### config.mk
export PLATFORM = sky130hd
export DESIGN_NAME = mdio_clause45_master_core_flat
export DESIGN_NICKNAME = d
export VERILOG_FILES = /design/src/mdc45_pkg.sv /design/src/mdc45_if.sv /design/src/mdc45_fifo.sv /design/src/mdc45_front.sv /design/src/mdc45_back.sv /design/src/mdio_clause45_master_core.sv /design/src/flat_wrapper.sv
export SDC_FILE = /design/constraint.sdc
export NUM_CORES = 1
export LEC_CHECK = 0
export ABC_AREA = 0
export BUFFER_PORTS_ARGS = -buffer_cell sky130_fd_sc_hd__clkbuf_2
export CAP_MARGIN = 5
export CORE_UTILIZATION = 50
export CTS_CLUSTER_SIZE = 10
export DETAILED_ROUTE_END_ITERATION = 8
export PLACE_DENSITY_LB_ADDON = 0.2
export RECOVER_POWER = 50
export SETUP_SLACK_MARGIN = 0.2
export SYNTH_ARGS = -nofsm -noshare
export SYNTH_HDL_FRONTEND = slang
export SYNTH_SLANG_ARGS = --single-unit
export TNS_END_PERCENT = 10
### constraint.sdc
create_clock -name clk -period 4.25 [get_ports clk]
set_input_delay 0.85 -clock clk [delete_from_list [all_inputs] [get_ports clk]]
set_output_delay 0.85 -clock clk [all_outputs]
set_load 0.02 [all_outputs]
### src/mdc45_pkg.sv
// Shared types, codes and constants of the Clause 45 management master.
package mdc45_pkg;

    // Operation codes carried by an input word.
    localparam logic [1:0] OP_TICK        = 2'd0;
    localparam logic [1:0] OP_START_READ  = 2'd1;
    localparam logic [1:0] OP_START_WRITE = 2'd2;

    // Classes the front end assigns to an input word.
    localparam logic [1:0] CLS_TICK     = 2'd0;
    localparam logic [1:0] CLS_START_RD = 2'd1;
    localparam logic [1:0] CLS_START_WR = 2'd2;
    localparam logic [1:0] CLS_NONE     = 2'd3;

    // Transaction kinds held by the sequencer.
    localparam logic [1:0] KIND_IDLE  = 2'd0;
    localparam logic [1:0] KIND_READ  = 2'd1;
    localparam logic [1:0] KIND_WRITE = 2'd2;

    // Result status codes.
    localparam logic [1:0] ST_OK        = 2'd0;
    localparam logic [1:0] ST_BUSY      = 2'd1;
    localparam logic [1:0] ST_IDLE_TICK = 2'd2;

    // Frame opcodes.
    localparam logic [1:0] OPC_ADDR  = 2'b00;
    localparam logic [1:0] OPC_WRITE = 2'b01;
    localparam logic [1:0] OPC_READ  = 2'b11;

    localparam int unsigned PREAMBLE_W        = 6;
    localparam logic [PREAMBLE_W-1:0] PREAMBLE_RESET = 6'd32;
    localparam int unsigned QUEUE_DEPTH_DEFAULT = 2;

    typedef struct packed {
        logic [1:0]  cls;
        logic [4:0]  port;
        logic [4:0]  device;
        logic [15:0] reg_addr;
        logic [15:0] wr_data;
        logic        sample;
    } item_t;

    typedef struct packed {
        logic  valid;
        item_t item;
    } queue_rd_t;

    typedef struct packed {
        logic [1:0]  status;
        logic        clock_pulse;
        logic        data_level;
        logic        drive_enable;
        logic        done_res;
        logic [15:0] read_data;
    } result_t;

endpackage

### src/mdc45_if.sv
// Valid/ready channel interfaces for the input and result words.
interface mdc45_in_if;
    logic        valid;
    logic        ready;
    logic [1:0]  operation;
    logic [4:0]  phy_address;
    logic [4:0]  device_address;
    logic [15:0] register_address;
    logic [15:0] write_data;
    logic        mdio_sample;

    modport source (output valid, output operation, output phy_address,
                    output device_address, output register_address,
                    output write_data, output mdio_sample, input ready);
    modport sink (input valid, input operation, input phy_address,
                  input device_address, input register_address,
                  input write_data, input mdio_sample, output ready);
endinterface

interface mdc45_out_if;
    logic        valid;
    logic        ready;
    logic [1:0]  status;
    logic        clock_pulse;
    logic        data_level;
    logic        drive_enable;
    logic        done_res;
    logic [15:0] read_data;

    modport source (output valid, output status, output clock_pulse,
                    output data_level, output drive_enable, output done_res,
                    output read_data, input ready);
    modport sink (input valid, input status, input clock_pulse,
                  input data_level, input drive_enable, input done_res,
                  input read_data, output ready);
endinterface

### src/mdc45_fifo.sv
// Short register queue between the front end and the sequencer.
module mdc45_fifo #(
    parameter int unsigned DEPTH = mdc45_pkg::QUEUE_DEPTH_DEFAULT
) (
    input  logic                 clk,
    input  logic                 rst_n,
    input  logic                 push_valid,
    input  mdc45_pkg::item_t     push_item,
    output logic                 push_ready,
    output mdc45_pkg::queue_rd_t pop,
    input  logic                 pop_ready
);
    import mdc45_pkg::*;

    localparam int unsigned AW = (DEPTH > 1) ? $clog2(DEPTH) : 1;
    localparam int unsigned CW = $clog2(DEPTH + 1);

    item_t          mem_reg [DEPTH];
    logic [AW-1:0]  wr_ptr_reg, wr_ptr_next;
    logic [AW-1:0]  rd_ptr_reg, rd_ptr_next;
    logic [CW-1:0]  count_reg, count_next;
    logic           do_push, do_pop;

    assign push_ready = (count_reg != CW'(DEPTH));
    assign do_push    = push_valid && push_ready;
    assign do_pop     = pop.valid && pop_ready;
    assign pop.valid  = (count_reg != '0);
    assign pop.item   = mem_reg[rd_ptr_reg];

    always_comb
    begin
        wr_ptr_next = wr_ptr_reg;
        rd_ptr_next = rd_ptr_reg;
        count_next  = count_reg;
        if (do_push)
        begin
            wr_ptr_next = (wr_ptr_reg == AW'(DEPTH - 1)) ? '0 : wr_ptr_reg + AW'(1);
        end
        if (do_pop)
        begin
            rd_ptr_next = (rd_ptr_reg == AW'(DEPTH - 1)) ? '0 : rd_ptr_reg + AW'(1);
        end
        if (do_push && !do_pop)
        begin
            count_next = count_reg + CW'(1);
        end
        else if (do_pop && !do_push)
        begin
            count_next = count_reg - CW'(1);
        end
    end

    always_ff @(posedge clk or negedge rst_n)
    begin
        if (!rst_n)
        begin
            wr_ptr_reg <= '0;
            rd_ptr_reg <= '0;
            count_reg  <= '0;
        end
        else
        begin
            wr_ptr_reg <= wr_ptr_next;
            rd_ptr_reg <= rd_ptr_next;
            count_reg  <= count_next;
        end
    end

    always_ff @(posedge clk)
    begin
        if (do_push)
        begin
            mem_reg[wr_ptr_reg] <= push_item;
        end
    end

endmodule

### src/mdc45_front.sv
// Front end: accepts input words, classifies them and queues them.
module mdc45_front #(
    parameter int unsigned QUEUE_DEPTH = mdc45_pkg::QUEUE_DEPTH_DEFAULT
) (
    input  logic                 clk,
    input  logic                 rst_n,
    mdc45_in_if.sink             req,
    output mdc45_pkg::queue_rd_t pop,
    input  logic                 pop_ready
);
    import mdc45_pkg::*;

    item_t item;

    always_comb
    begin
        item.port     = req.phy_address;
        item.device   = req.device_address;
        item.reg_addr = req.register_address;
        item.wr_data  = req.write_data;
        item.sample   = req.mdio_sample;
        case (req.operation)
            OP_TICK:        item.cls = CLS_TICK;
            OP_START_READ:  item.cls = CLS_START_RD;
            OP_START_WRITE: item.cls = CLS_START_WR;
            default:        item.cls = CLS_NONE;
        endcase
    end

    mdc45_fifo #(
        .DEPTH (QUEUE_DEPTH)
    ) u_queue (
        .clk        (clk),
        .rst_n      (rst_n),
        .push_valid (req.valid),
        .push_item  (item),
        .push_ready (req.ready),
        .pop        (pop),
        .pop_ready  (pop_ready)
    );

endmodule

### src/mdc45_back.sv
// Sequencer: walks the frame bit by bit and registers each result word.
module mdc45_back (
    input  logic                                 clk,
    input  logic                                 rst_n,
    input  logic [mdc45_pkg::PREAMBLE_W-1:0]     preamble,
    input  mdc45_pkg::queue_rd_t                 pop,
    output logic                                 pop_ready,
    mdc45_out_if.source                          rsp
);
    import mdc45_pkg::*;

    typedef struct packed {
        logic lvl;
        logic en;
        logic shift;
    } period_t;

    // One period of a 32-period frame at offset o.
    function automatic period_t frame_period(input logic [4:0] o,
                                             input logic [1:0] opcode,
                                             input logic read_frame,
                                             input logic [15:0] word,
                                             input logic [4:0] port,
                                             input logic [4:0] dev);
        period_t     r;
        logic [4:0]  port_idx;
        logic [4:0]  dev_idx;
        logic [4:0]  word_idx;
        port_idx = 5'd8 - o;
        dev_idx  = 5'd13 - o;
        word_idx = 5'd31 - o;
        r.en    = 1'b1;
        r.lvl   = 1'b0;
        r.shift = 1'b0;
        if (o < 5'd2)
        begin
            r.lvl = 1'b0;
        end
        else if (o < 5'd4)
        begin
            r.lvl = (o == 5'd2) ? opcode[1] : opcode[0];
        end
        else if (o < 5'd9)
        begin
            r.lvl = port[port_idx[2:0]];
        end
        else if (o < 5'd14)
        begin
            r.lvl = dev[dev_idx[2:0]];
        end
        else if (read_frame)
        begin
            r.en    = 1'b0;
            r.shift = (o >= 5'd16);
        end
        else if (o < 5'd16)
        begin
            r.lvl = (o == 5'd14);
        end
        else
        begin
            r.lvl = word[word_idx[3:0]];
        end
        return r;
    endfunction

    logic [1:0]  kind_reg, kind_next;
    logic [7:0]  pos_reg, pos_next;
    logic [4:0]  port_reg, port_next;
    logic [4:0]  dev_reg, dev_next;
    logic [15:0] addr_reg, addr_next;
    logic [15:0] data_reg, data_next;
    logic [15:0] shift_reg, shift_next;
    logic        out_valid_reg;
    result_t     out_res_reg;
    result_t     res;

    logic        fire;
    logic        is_read;
    logic [8:0]  p9, seg2, seg3, seg4, total, pos9;
    logic [8:0]  off_a, off_b;
    period_t     per;

    assign pop_ready = !out_valid_reg || rsp.ready;
    assign fire      = pop.valid && pop_ready;
    assign is_read   = (kind_reg == KIND_READ);

    assign p9    = {3'b000, preamble};
    assign seg2  = p9 + 9'd32;
    assign seg3  = {p9[7:0], 1'b0} + 9'd32;
    assign seg4  = {p9[7:0], 1'b0} + 9'd64;
    assign total = seg4 + (is_read ? p9 : 9'd0);
    assign pos9  = {1'b0, pos_reg};
    assign off_a = pos9 - p9;
    assign off_b = pos9 - seg3;

    always_comb
    begin
        kind_next  = kind_reg;
        pos_next   = pos_reg;
        port_next  = port_reg;
        dev_next   = dev_reg;
        addr_next  = addr_reg;
        data_next  = data_reg;
        shift_next = shift_reg;
        res        = '0;
        per        = '{lvl: 1'b1, en: 1'b1, shift: 1'b0};

        if (pos9 >= total)
        begin
            per = '{lvl: 1'b1, en: 1'b1, shift: 1'b0};
        end
        else if (pos9 < p9)
        begin
            per = '{lvl: 1'b1, en: 1'b1, shift: 1'b0};
        end
        else if (pos9 < seg2)
        begin
            per = frame_period(off_a[4:0], OPC_ADDR, 1'b0, addr_reg, port_reg, dev_reg);
        end
        else if (pos9 < seg3)
        begin
            per = '{lvl: 1'b1, en: 1'b1, shift: 1'b0};
        end
        else if (pos9 < seg4)
        begin
            per = frame_period(off_b[4:0], is_read ? OPC_READ : OPC_WRITE, is_read,
                               data_reg, port_reg, dev_reg);
        end

        if (fire)
        begin
            case (pop.item.cls)
                CLS_START_RD, CLS_START_WR:
                begin
                    if (kind_reg != KIND_IDLE)
                    begin
                        res.status = ST_BUSY;
                    end
                    else
                    begin
                        kind_next  = (pop.item.cls == CLS_START_RD) ? KIND_READ
                                                                     : KIND_WRITE;
                        port_next  = pop.item.port;
                        dev_next   = pop.item.device;
                        addr_next  = pop.item.reg_addr;
                        data_next  = pop.item.wr_data;
                        shift_next = '0;
                        pos_next   = '0;
                    end
                end
                CLS_TICK:
                begin
                    if (kind_reg == KIND_IDLE)
                    begin
                        res.status = ST_IDLE_TICK;
                    end
                    else
                    begin
                        if (per.shift)
                        begin
                            shift_next = {shift_reg[14:0], pop.item.sample};
                        end
                        res.status       = ST_OK;
                        res.clock_pulse  = 1'b1;
                        res.data_level   = per.lvl;
                        res.drive_enable = per.en;
                        if (pos9 >= total - 9'd1)
                        begin
                            res.done_res = 1'b1;
                            if (is_read)
                            begin
                                res.read_data = shift_next;
                            end
                            kind_next = KIND_IDLE;
                            pos_next  = '0;
                        end
                        else
                        begin
                            pos_next = pos_reg + 8'd1;
                        end
                    end
                end
                default:
                begin
                    res = '0;
                end
            endcase
        end
    end

    always_ff @(posedge clk or negedge rst_n)
    begin
        if (!rst_n)
        begin
            kind_reg      <= KIND_IDLE;
            pos_reg       <= '0;
            port_reg      <= '0;
            dev_reg       <= '0;
            addr_reg      <= '0;
            data_reg      <= '0;
            shift_reg     <= '0;
            out_valid_reg <= 1'b0;
        end
        else
        begin
            kind_reg  <= kind_next;
            pos_reg   <= pos_next;
            port_reg  <= port_next;
            dev_reg   <= dev_next;
            addr_reg  <= addr_next;
            data_reg  <= data_next;
            shift_reg <= shift_next;
            if (pop_ready)
            begin
                out_valid_reg <= pop.valid;
            end
        end
    end

    always_ff @(posedge clk)
    begin
        if (fire)
        begin
            out_res_reg <= res;
        end
    end

    assign rsp.valid        = out_valid_reg;
    assign rsp.status       = out_res_reg.status;
    assign rsp.clock_pulse  = out_res_reg.clock_pulse;
    assign rsp.data_level   = out_res_reg.data_level;
    assign rsp.drive_enable = out_res_reg.drive_enable;
    assign rsp.done_res     = out_res_reg.done_res;
    assign rsp.read_data    = out_res_reg.read_data;

endmodule

### src/mdio_clause45_master_core.sv
// An accepted word is first written into the queue; the back end then pops it, steps the
// sequencer and registers the result word in its output stage.
// Throughput: one word per cycle while result words are taken; a stalled result holds the back end.
// The queue between front end and sequencer lets either side stall without losing words.
// Reset (rst_n, asynchronous, active low) empties the queue and output stage, returns the
// sequencer to idle with all latches cleared, and sets the preamble length to 32.
module mdio_clause45_master_core #(
    parameter int unsigned QUEUE_DEPTH = mdc45_pkg::QUEUE_DEPTH_DEFAULT
) (
    input  logic                             clk,
    input  logic                             rst_n,
    input  logic                             cfg_wr_en,
    input  logic [mdc45_pkg::PREAMBLE_W-1:0] cfg_wr_data,
    mdc45_in_if.sink                         req,
    mdc45_out_if.source                      rsp
);
    import mdc45_pkg::*;

    // The preamble length is read by the sequencer on every tick, so the segment
    // boundaries of a frame follow this register directly.
    logic [PREAMBLE_W-1:0] preamble_reg;
    queue_rd_t             pop;
    logic                  pop_ready;

    always_ff @(posedge clk or negedge rst_n)
    begin
        if (!rst_n)
        begin
            preamble_reg <= PREAMBLE_RESET;
        end
        else if (cfg_wr_en)
        begin
            preamble_reg <= cfg_wr_data;
        end
    end

    // The front end decodes the operation of each word and places it in the queue.
    mdc45_front #(
        .QUEUE_DEPTH (QUEUE_DEPTH)
    ) u_front (
        .clk       (clk),
        .rst_n     (rst_n),
        .req       (req),
        .pop       (pop),
        .pop_ready (pop_ready)
    );

    // The back end takes one queued word per cycle whenever its output stage is free
    // or being emptied, advances the transaction and registers the result word.
    mdc45_back u_back (
        .clk       (clk),
        .rst_n     (rst_n),
        .preamble  (preamble_reg),
        .pop       (pop),
        .pop_ready (pop_ready),
        .rsp       (rsp)
    );

endmodule

### src/flat_wrapper.sv
// flat-port wrapper written by rule: the top's interface ports become plain ports
module mdio_clause45_master_core_flat import mdc45_pkg::*;
#(
    parameter int unsigned QUEUE_DEPTH = mdc45_pkg::QUEUE_DEPTH_DEFAULT
)
  (clk, rst_n, cfg_wr_en, cfg_wr_data, req_valid, req_operation, req_phy_address, req_device_address, req_register_address, req_write_data, req_mdio_sample, req_ready, rsp_valid, rsp_status, rsp_clock_pulse, rsp_data_level, rsp_drive_enable, rsp_done_res, rsp_read_data, rsp_ready);
  mdc45_in_if req_i ();
  mdc45_out_if rsp_i ();
  input  logic clk;
  input  logic rst_n;
  input  logic cfg_wr_en;
  input  logic [mdc45_pkg::PREAMBLE_W-1:0] cfg_wr_data;
  input wire logic [$bits(req_i.valid)-1:0] req_valid;
  input wire logic [$bits(req_i.operation)-1:0] req_operation;
  input wire logic [$bits(req_i.phy_address)-1:0] req_phy_address;
  input wire logic [$bits(req_i.device_address)-1:0] req_device_address;
  input wire logic [$bits(req_i.register_address)-1:0] req_register_address;
  input wire logic [$bits(req_i.write_data)-1:0] req_write_data;
  input wire logic [$bits(req_i.mdio_sample)-1:0] req_mdio_sample;
  output wire logic [$bits(req_i.ready)-1:0] req_ready;
  output wire logic [$bits(rsp_i.valid)-1:0] rsp_valid;
  output wire logic [$bits(rsp_i.status)-1:0] rsp_status;
  output wire logic [$bits(rsp_i.clock_pulse)-1:0] rsp_clock_pulse;
  output wire logic [$bits(rsp_i.data_level)-1:0] rsp_data_level;
  output wire logic [$bits(rsp_i.drive_enable)-1:0] rsp_drive_enable;
  output wire logic [$bits(rsp_i.done_res)-1:0] rsp_done_res;
  output wire logic [$bits(rsp_i.read_data)-1:0] rsp_read_data;
  input wire logic [$bits(rsp_i.ready)-1:0] rsp_ready;
  assign req_i.valid = req_valid;
  assign req_i.operation = req_operation;
  assign req_i.phy_address = req_phy_address;
  assign req_i.device_address = req_device_address;
  assign req_i.register_address = req_register_address;
  assign req_i.write_data = req_write_data;
  assign req_i.mdio_sample = req_mdio_sample;
  assign req_ready = req_i.ready;
  assign rsp_valid = rsp_i.valid;
  assign rsp_status = rsp_i.status;
  assign rsp_clock_pulse = rsp_i.clock_pulse;
  assign rsp_data_level = rsp_i.data_level;
  assign rsp_drive_enable = rsp_i.drive_enable;
  assign rsp_done_res = rsp_i.done_res;
  assign rsp_read_data = rsp_i.read_data;
  assign rsp_i.ready = rsp_ready;
  mdio_clause45_master_core #(.QUEUE_DEPTH(QUEUE_DEPTH)) u_core (.clk(clk), .rst_n(rst_n), .cfg_wr_en(cfg_wr_en), .cfg_wr_data(cfg_wr_data), .req(req_i), .rsp(rsp_i));
endmodule
==> flow_metrics.py <==
metrics = {
    "outcome": {
        "status": "finished, violations left",
        "violations_in_the_final_reports": "design-rule violations, max-capacitance violations, max-slew violations",
    },
    "synth": {
        "yosys-top-cells-area": "sky130_fd_sc_hd__edfxtp_1 36%, sky130_fd_sc_hd__dfrtp_1 21%, sky130_fd_sc_hd__ha_1 6.9%, sky130_fd_sc_hd__mux2i_1 5.0%, sky130_fd_sc_hd__a21oi_1 3.8%",
        "yosysWarnings": 0,
        "synth.cells.most_frequent": "112 x sky130_fd_sc_hd__edfxtp_1, 78 x sky130_fd_sc_hd__dfrtp_1, 71 x sky130_fd_sc_hd__a21oi_1, 67 x sky130_fd_sc_hd__nor2_1, 52 x sky130_fd_sc_hd__ha_1",
        "synth_area_per_cell_sq_um": 12.54,
        "asyncSetResetFlopFracSynth": 0.4136,
        "ys_dominant_reg_cell": "sky130_fd_sc_hd__edfxtp_1",
        "synthesis.nets": 858,
        "post_synth_inst_count": 747,
        "synthDistinctLibCells": 65,
        "yosys_register_bits": 191,
        "post_synth_top_area_cell": "sky130_fd_sc_hd__edfxtp_1",
        "mappedNetlistArea_sq_mm": 0.009364,
        "synth-seq-area-share": 0.5704,
        "post-synth-top-count-cell": "sky130_fd_sc_hd__edfxtp_1",
        "number_of_enable_type_register_cells_in_the_synthesized_netlist": 112,
        "synth_top_area_share": 0.3592,
    },
    "critical_path": {
        "startpoint_types": "register",
        "path_class": "register to register",
        "timing.critical_path.arrival_ns": 4.28,
        "critPathRequiredTime_ns": 4.57,
        "maximum_net_fanout_on_the_critical_path": 10,
        "cp-end-kind": "register",
    },
    "sta": {
        "max_slew_margin": -1.111,
        "final-hold-violation-count": 0,
        "layout_min_cycle_time_ns": 3.958,
        "clock_skew_ns": 0.009120,
        "timing.final.max_slew_violations": 146,
        "rsz_0062_raised_after_global_routing": "yes",
        "highest_clock_rate_mhz": 252.7,
        "finalSetupViolations": 0,
        "final_min_period_over_clock_period": 0.9313,
        "tightest_slew_ns": 3.167,
    },
    "clocking": {
        "cts.hold.buffers_added": 0,
        "clock_tree.htree_level_count": 4,
        "maximum_number_of_buffers_from_clock_root_to_sink": 2,
        "cts_tree": "built",
        "tritoncts_sinks": 191,
        "clock-root-buffer": "sky130_fd_sc_hd__clkbuf_16",
        "clock_latency_at_the_later_pin_of_the_worst_skew_pair_ns": 0.44,
        "path_clk_slew_ns": 0.07,
        "inserted_clock_buffers": 17,
    },
    "floorplan": {
        "placementRows": 49,
        "die_w_microns": 138.9,
        "starting_density_of_the_core": 0.5160,
        "die_span_in_y_microns": 138.9,
        "dieArea_sq_mm": 0.01928,
        "ioPinCount": 80,
        "core_region_area_sq_mm": 0.01815,
    },
    "cells_and_area": {
        "layout.core_utilization": 0.5969,
        "finish.cell_count_without_fillers": 1079,
        "combined_flip_flop_and_latch_cell_area_sq_mm": 0.005344,
        "num-fill-cells": 1460,
        "largest_register_ff_count": 90,
        "drive_above_1_share": 0.2000,
        "layout.nets": 948,
        "num_antenna_cells": 0,
        "flow.area_growth_from_synthesis_pct": 15.69,
        "footprint_of_the_multi_input_gates_sq_mm": 0.003920,
    },
    "detailed_routing": {
        "initial_drt_pass_iterations": 7,
        "dr.first_iter.drc_count": 389,
        "route.detailed.wl_per_inst_microns": 17.62,
        "detail_route.vias_per_cell": 5.817,
        "detail-route-antenna-nets": 0,
        "drc_errors": 5,
        "via_count": 6277,
        "final_wirelength_microns": 19010,
    },
    "power_and_ir_drop": {
        "power_density_mw_per_mm2": 650.5,
        "power.static_leakage_uw": 0.004348,
        "total_power_uw": 7047,
        "ir_drop_uv": 441.2,
    },
    "grt": {
        "first_pass_grt_wire_length_microns": 31020,
        "grt_antenna_before_repair": 0,
        "grt_pass1_vias": 6392,
        "maximum_number_of_pins_on_one_net_before_global_route_repair": 85,
        "grt_remaining_overflow": 0,
        "track_usage": 0.2044,
    },
    "place": {
        "dp.final_hpwl_microns": 12590,
        "placement.io_buffers": 79,
        "routabilityCongestion": 0.8703,
        "placedCellCount": 1036,
    },
    "job": {
        "max_cap_viol_count": 3,
    },
    "min_path": {
        "worst_hold_path_type": "register to register",
    },
}
## path summary, 6_finish.rpt
| check | slack [ns] | startpoint | to | cells after the start |
|---|---|---|---|---|
| max | 0.29 | u_core.preamble_reg[5] | u_core.u_back.kind_reg[0] | 15 |
| min | 0.50 | u_core.u_front.u_queue.wr_ptr_reg | u_core.u_front.u_queue.wr_ptr_reg | 1 |
| max reg2reg | 0.29 | u_core.preamble_reg[5] | u_core.u_back.kind_reg[0] | 15 |
| min reg2reg | 0.50 | u_core.u_front.u_queue.wr_ptr_reg | u_core.u_front.u_queue.wr_ptr_reg | 1 |
| max in group asynchronous | 1.88 | rst_n | u_core.u_back.kind_reg[0] | 1 |
| min in group asynchronous | 0.95 | rst_n | u_core.preamble_reg[4] | 1 |
## per-stage QoR
| stage | instance area [sq um] | hold slack (ns) | setup TNS, ns | setup WS [ns] |
|---|---|---|---|---|
| floorplan | 9399 | 0.4608 | 0 | 0.2024 |
| global placement | 10060 | 0.4722 | 0 | 0.1825 |
| detailed placement | 10060 | 0.4985 | -0.2244 | -0.09292 |
| CTS | 10780 | 0.5163 | 0 | 0.1969 |
| global route | 10830 | 0.5309 | 0 | 0.1474 |
| finish | 10830 | 0.5000 | 0 | 0.2920 |
## logic make-up (layout without fill, tap and decap cells)
kind of cell | Yosys count | after routing | synth area share
AOI/OAI and AO/OA | 178 | 180 | 0.1271
xor gates and xnor gates | 19 | 19 | 0.01777
adders and majority gates | 56 | 56 | 0.07736
buffers and inverters | 65 | 166 | 0.02953
DFF | 191 | 191 | 0.5704
muxes | 65 | 65 | 0.08512
and+or+nand+nor | 173 | 173 | 0.09273
## layer usage
layer	vias to the layer above	part of all wire	GRT usage
li1	2994	-	-
met3	30	0.043	0.05180
met4	0	0.019	0.07193
met1	3105	0.42	0.2438
met2	148	0.52	0.3586
met5	-	0	0
## report_power, final
part           internal, uW  switching (uW)
sequential             2560             237
clock                   898             759
combinational          1130            1470
## cell usage in the layout (no fill, tap or decap), types with 4 or more instances in the layout
cell type / count
sky130_fd_sc_hd__clkbuf_1: 31
sky130_fd_sc_hd__mux2i_1: 47
sky130_fd_sc_hd__o211ai_1: 4
sky130_fd_sc_hd__nand3b_1: 7
sky130_fd_sc_hd__nor2b_1: 4
sky130_fd_sc_hd__buf_4: 21
sky130_fd_sc_hd__a31oi_1: 10
sky130_fd_sc_hd__dfrtp_1: 76
sky130_fd_sc_hd__nor3_1: 5
sky130_fd_sc_hd__a32o_1: 16
sky130_fd_sc_hd__a21o_1: 5
sky130_fd_sc_hd__edfxtp_1: 112
sky130_fd_sc_hd__nand3_1: 20
sky130_fd_sc_hd__o21ai_0: 34
sky130_fd_sc_hd__nand2b_1: 8
sky130_fd_sc_hd__nand2_1: 24
sky130_fd_sc_hd__clkbuf_16: 17
sky130_fd_sc_hd__mux2_2: 6
sky130_fd_sc_hd__xnor2_1: 10
sky130_fd_sc_hd__mux4_2: 11
sky130_fd_sc_hd__nor2_1: 64
sky130_fd_sc_hd__ha_1: 50
sky130_fd_sc_hd__xor2_1: 7
sky130_fd_sc_hd__a21oi_1: 69
sky130_fd_sc_hd__a211oi_1: 4
sky130_fd_sc_hd__clkbuf_2: 51
sky130_fd_sc_hd__inv_1: 28
sky130_fd_sc_hd__and3_1: 5
sky130_fd_sc_hd__inv_6: 5
## worst max-delay path, cell delays in order, from the launching register on
cell and delay [ns]:
sky130_fd_sc_hd__dfstp_1 0.77, sky130_fd_sc_hd__inv_2 0.16, sky130_fd_sc_hd__nor2_1 0.14, sky130_fd_sc_hd__ha_1 0.31, sky130_fd_sc_hd__a311oi_2 0.34, sky130_fd_sc_hd__o311ai_4 0.16, sky130_fd_sc_hd__buf_4 0.18, sky130_fd_sc_hd__a31oi_4 0.17
sky130_fd_sc_hd__nor2b_2 0.06, sky130_fd_sc_hd__ha_1 0.28, sky130_fd_sc_hd__o21a_1 0.13, sky130_fd_sc_hd__nor2_2 0.04, sky130_fd_sc_hd__nor4_2 0.16, sky130_fd_sc_hd__o21ai_2 0.12, sky130_fd_sc_hd__or4_4 0.50, sky130_fd_sc_hd__a211o_1 0.30
## area by class of cell
type | count | share of cell area
Clock buffer | 17 | 0.03927
Clock inverter | 15 | 0.01813
Inverter | 29 | 0.01005
Multi-Input combinational cell | 493 | 0.3619
Sequential cell | 191 | 0.4933
Tap cell | 229 | 0.02645
Timing Repair Buffer | 105 | 0.05094
## repair_timing
item / CTS / global route
gates cloned: 0 / 2
gates resized for setup: 11 / 14
buffers inserted: 4 / 5
endpoints found under the setup margin: 34 / 43
pin swaps: 3 / 7
(Power assumes the default switching activity.)
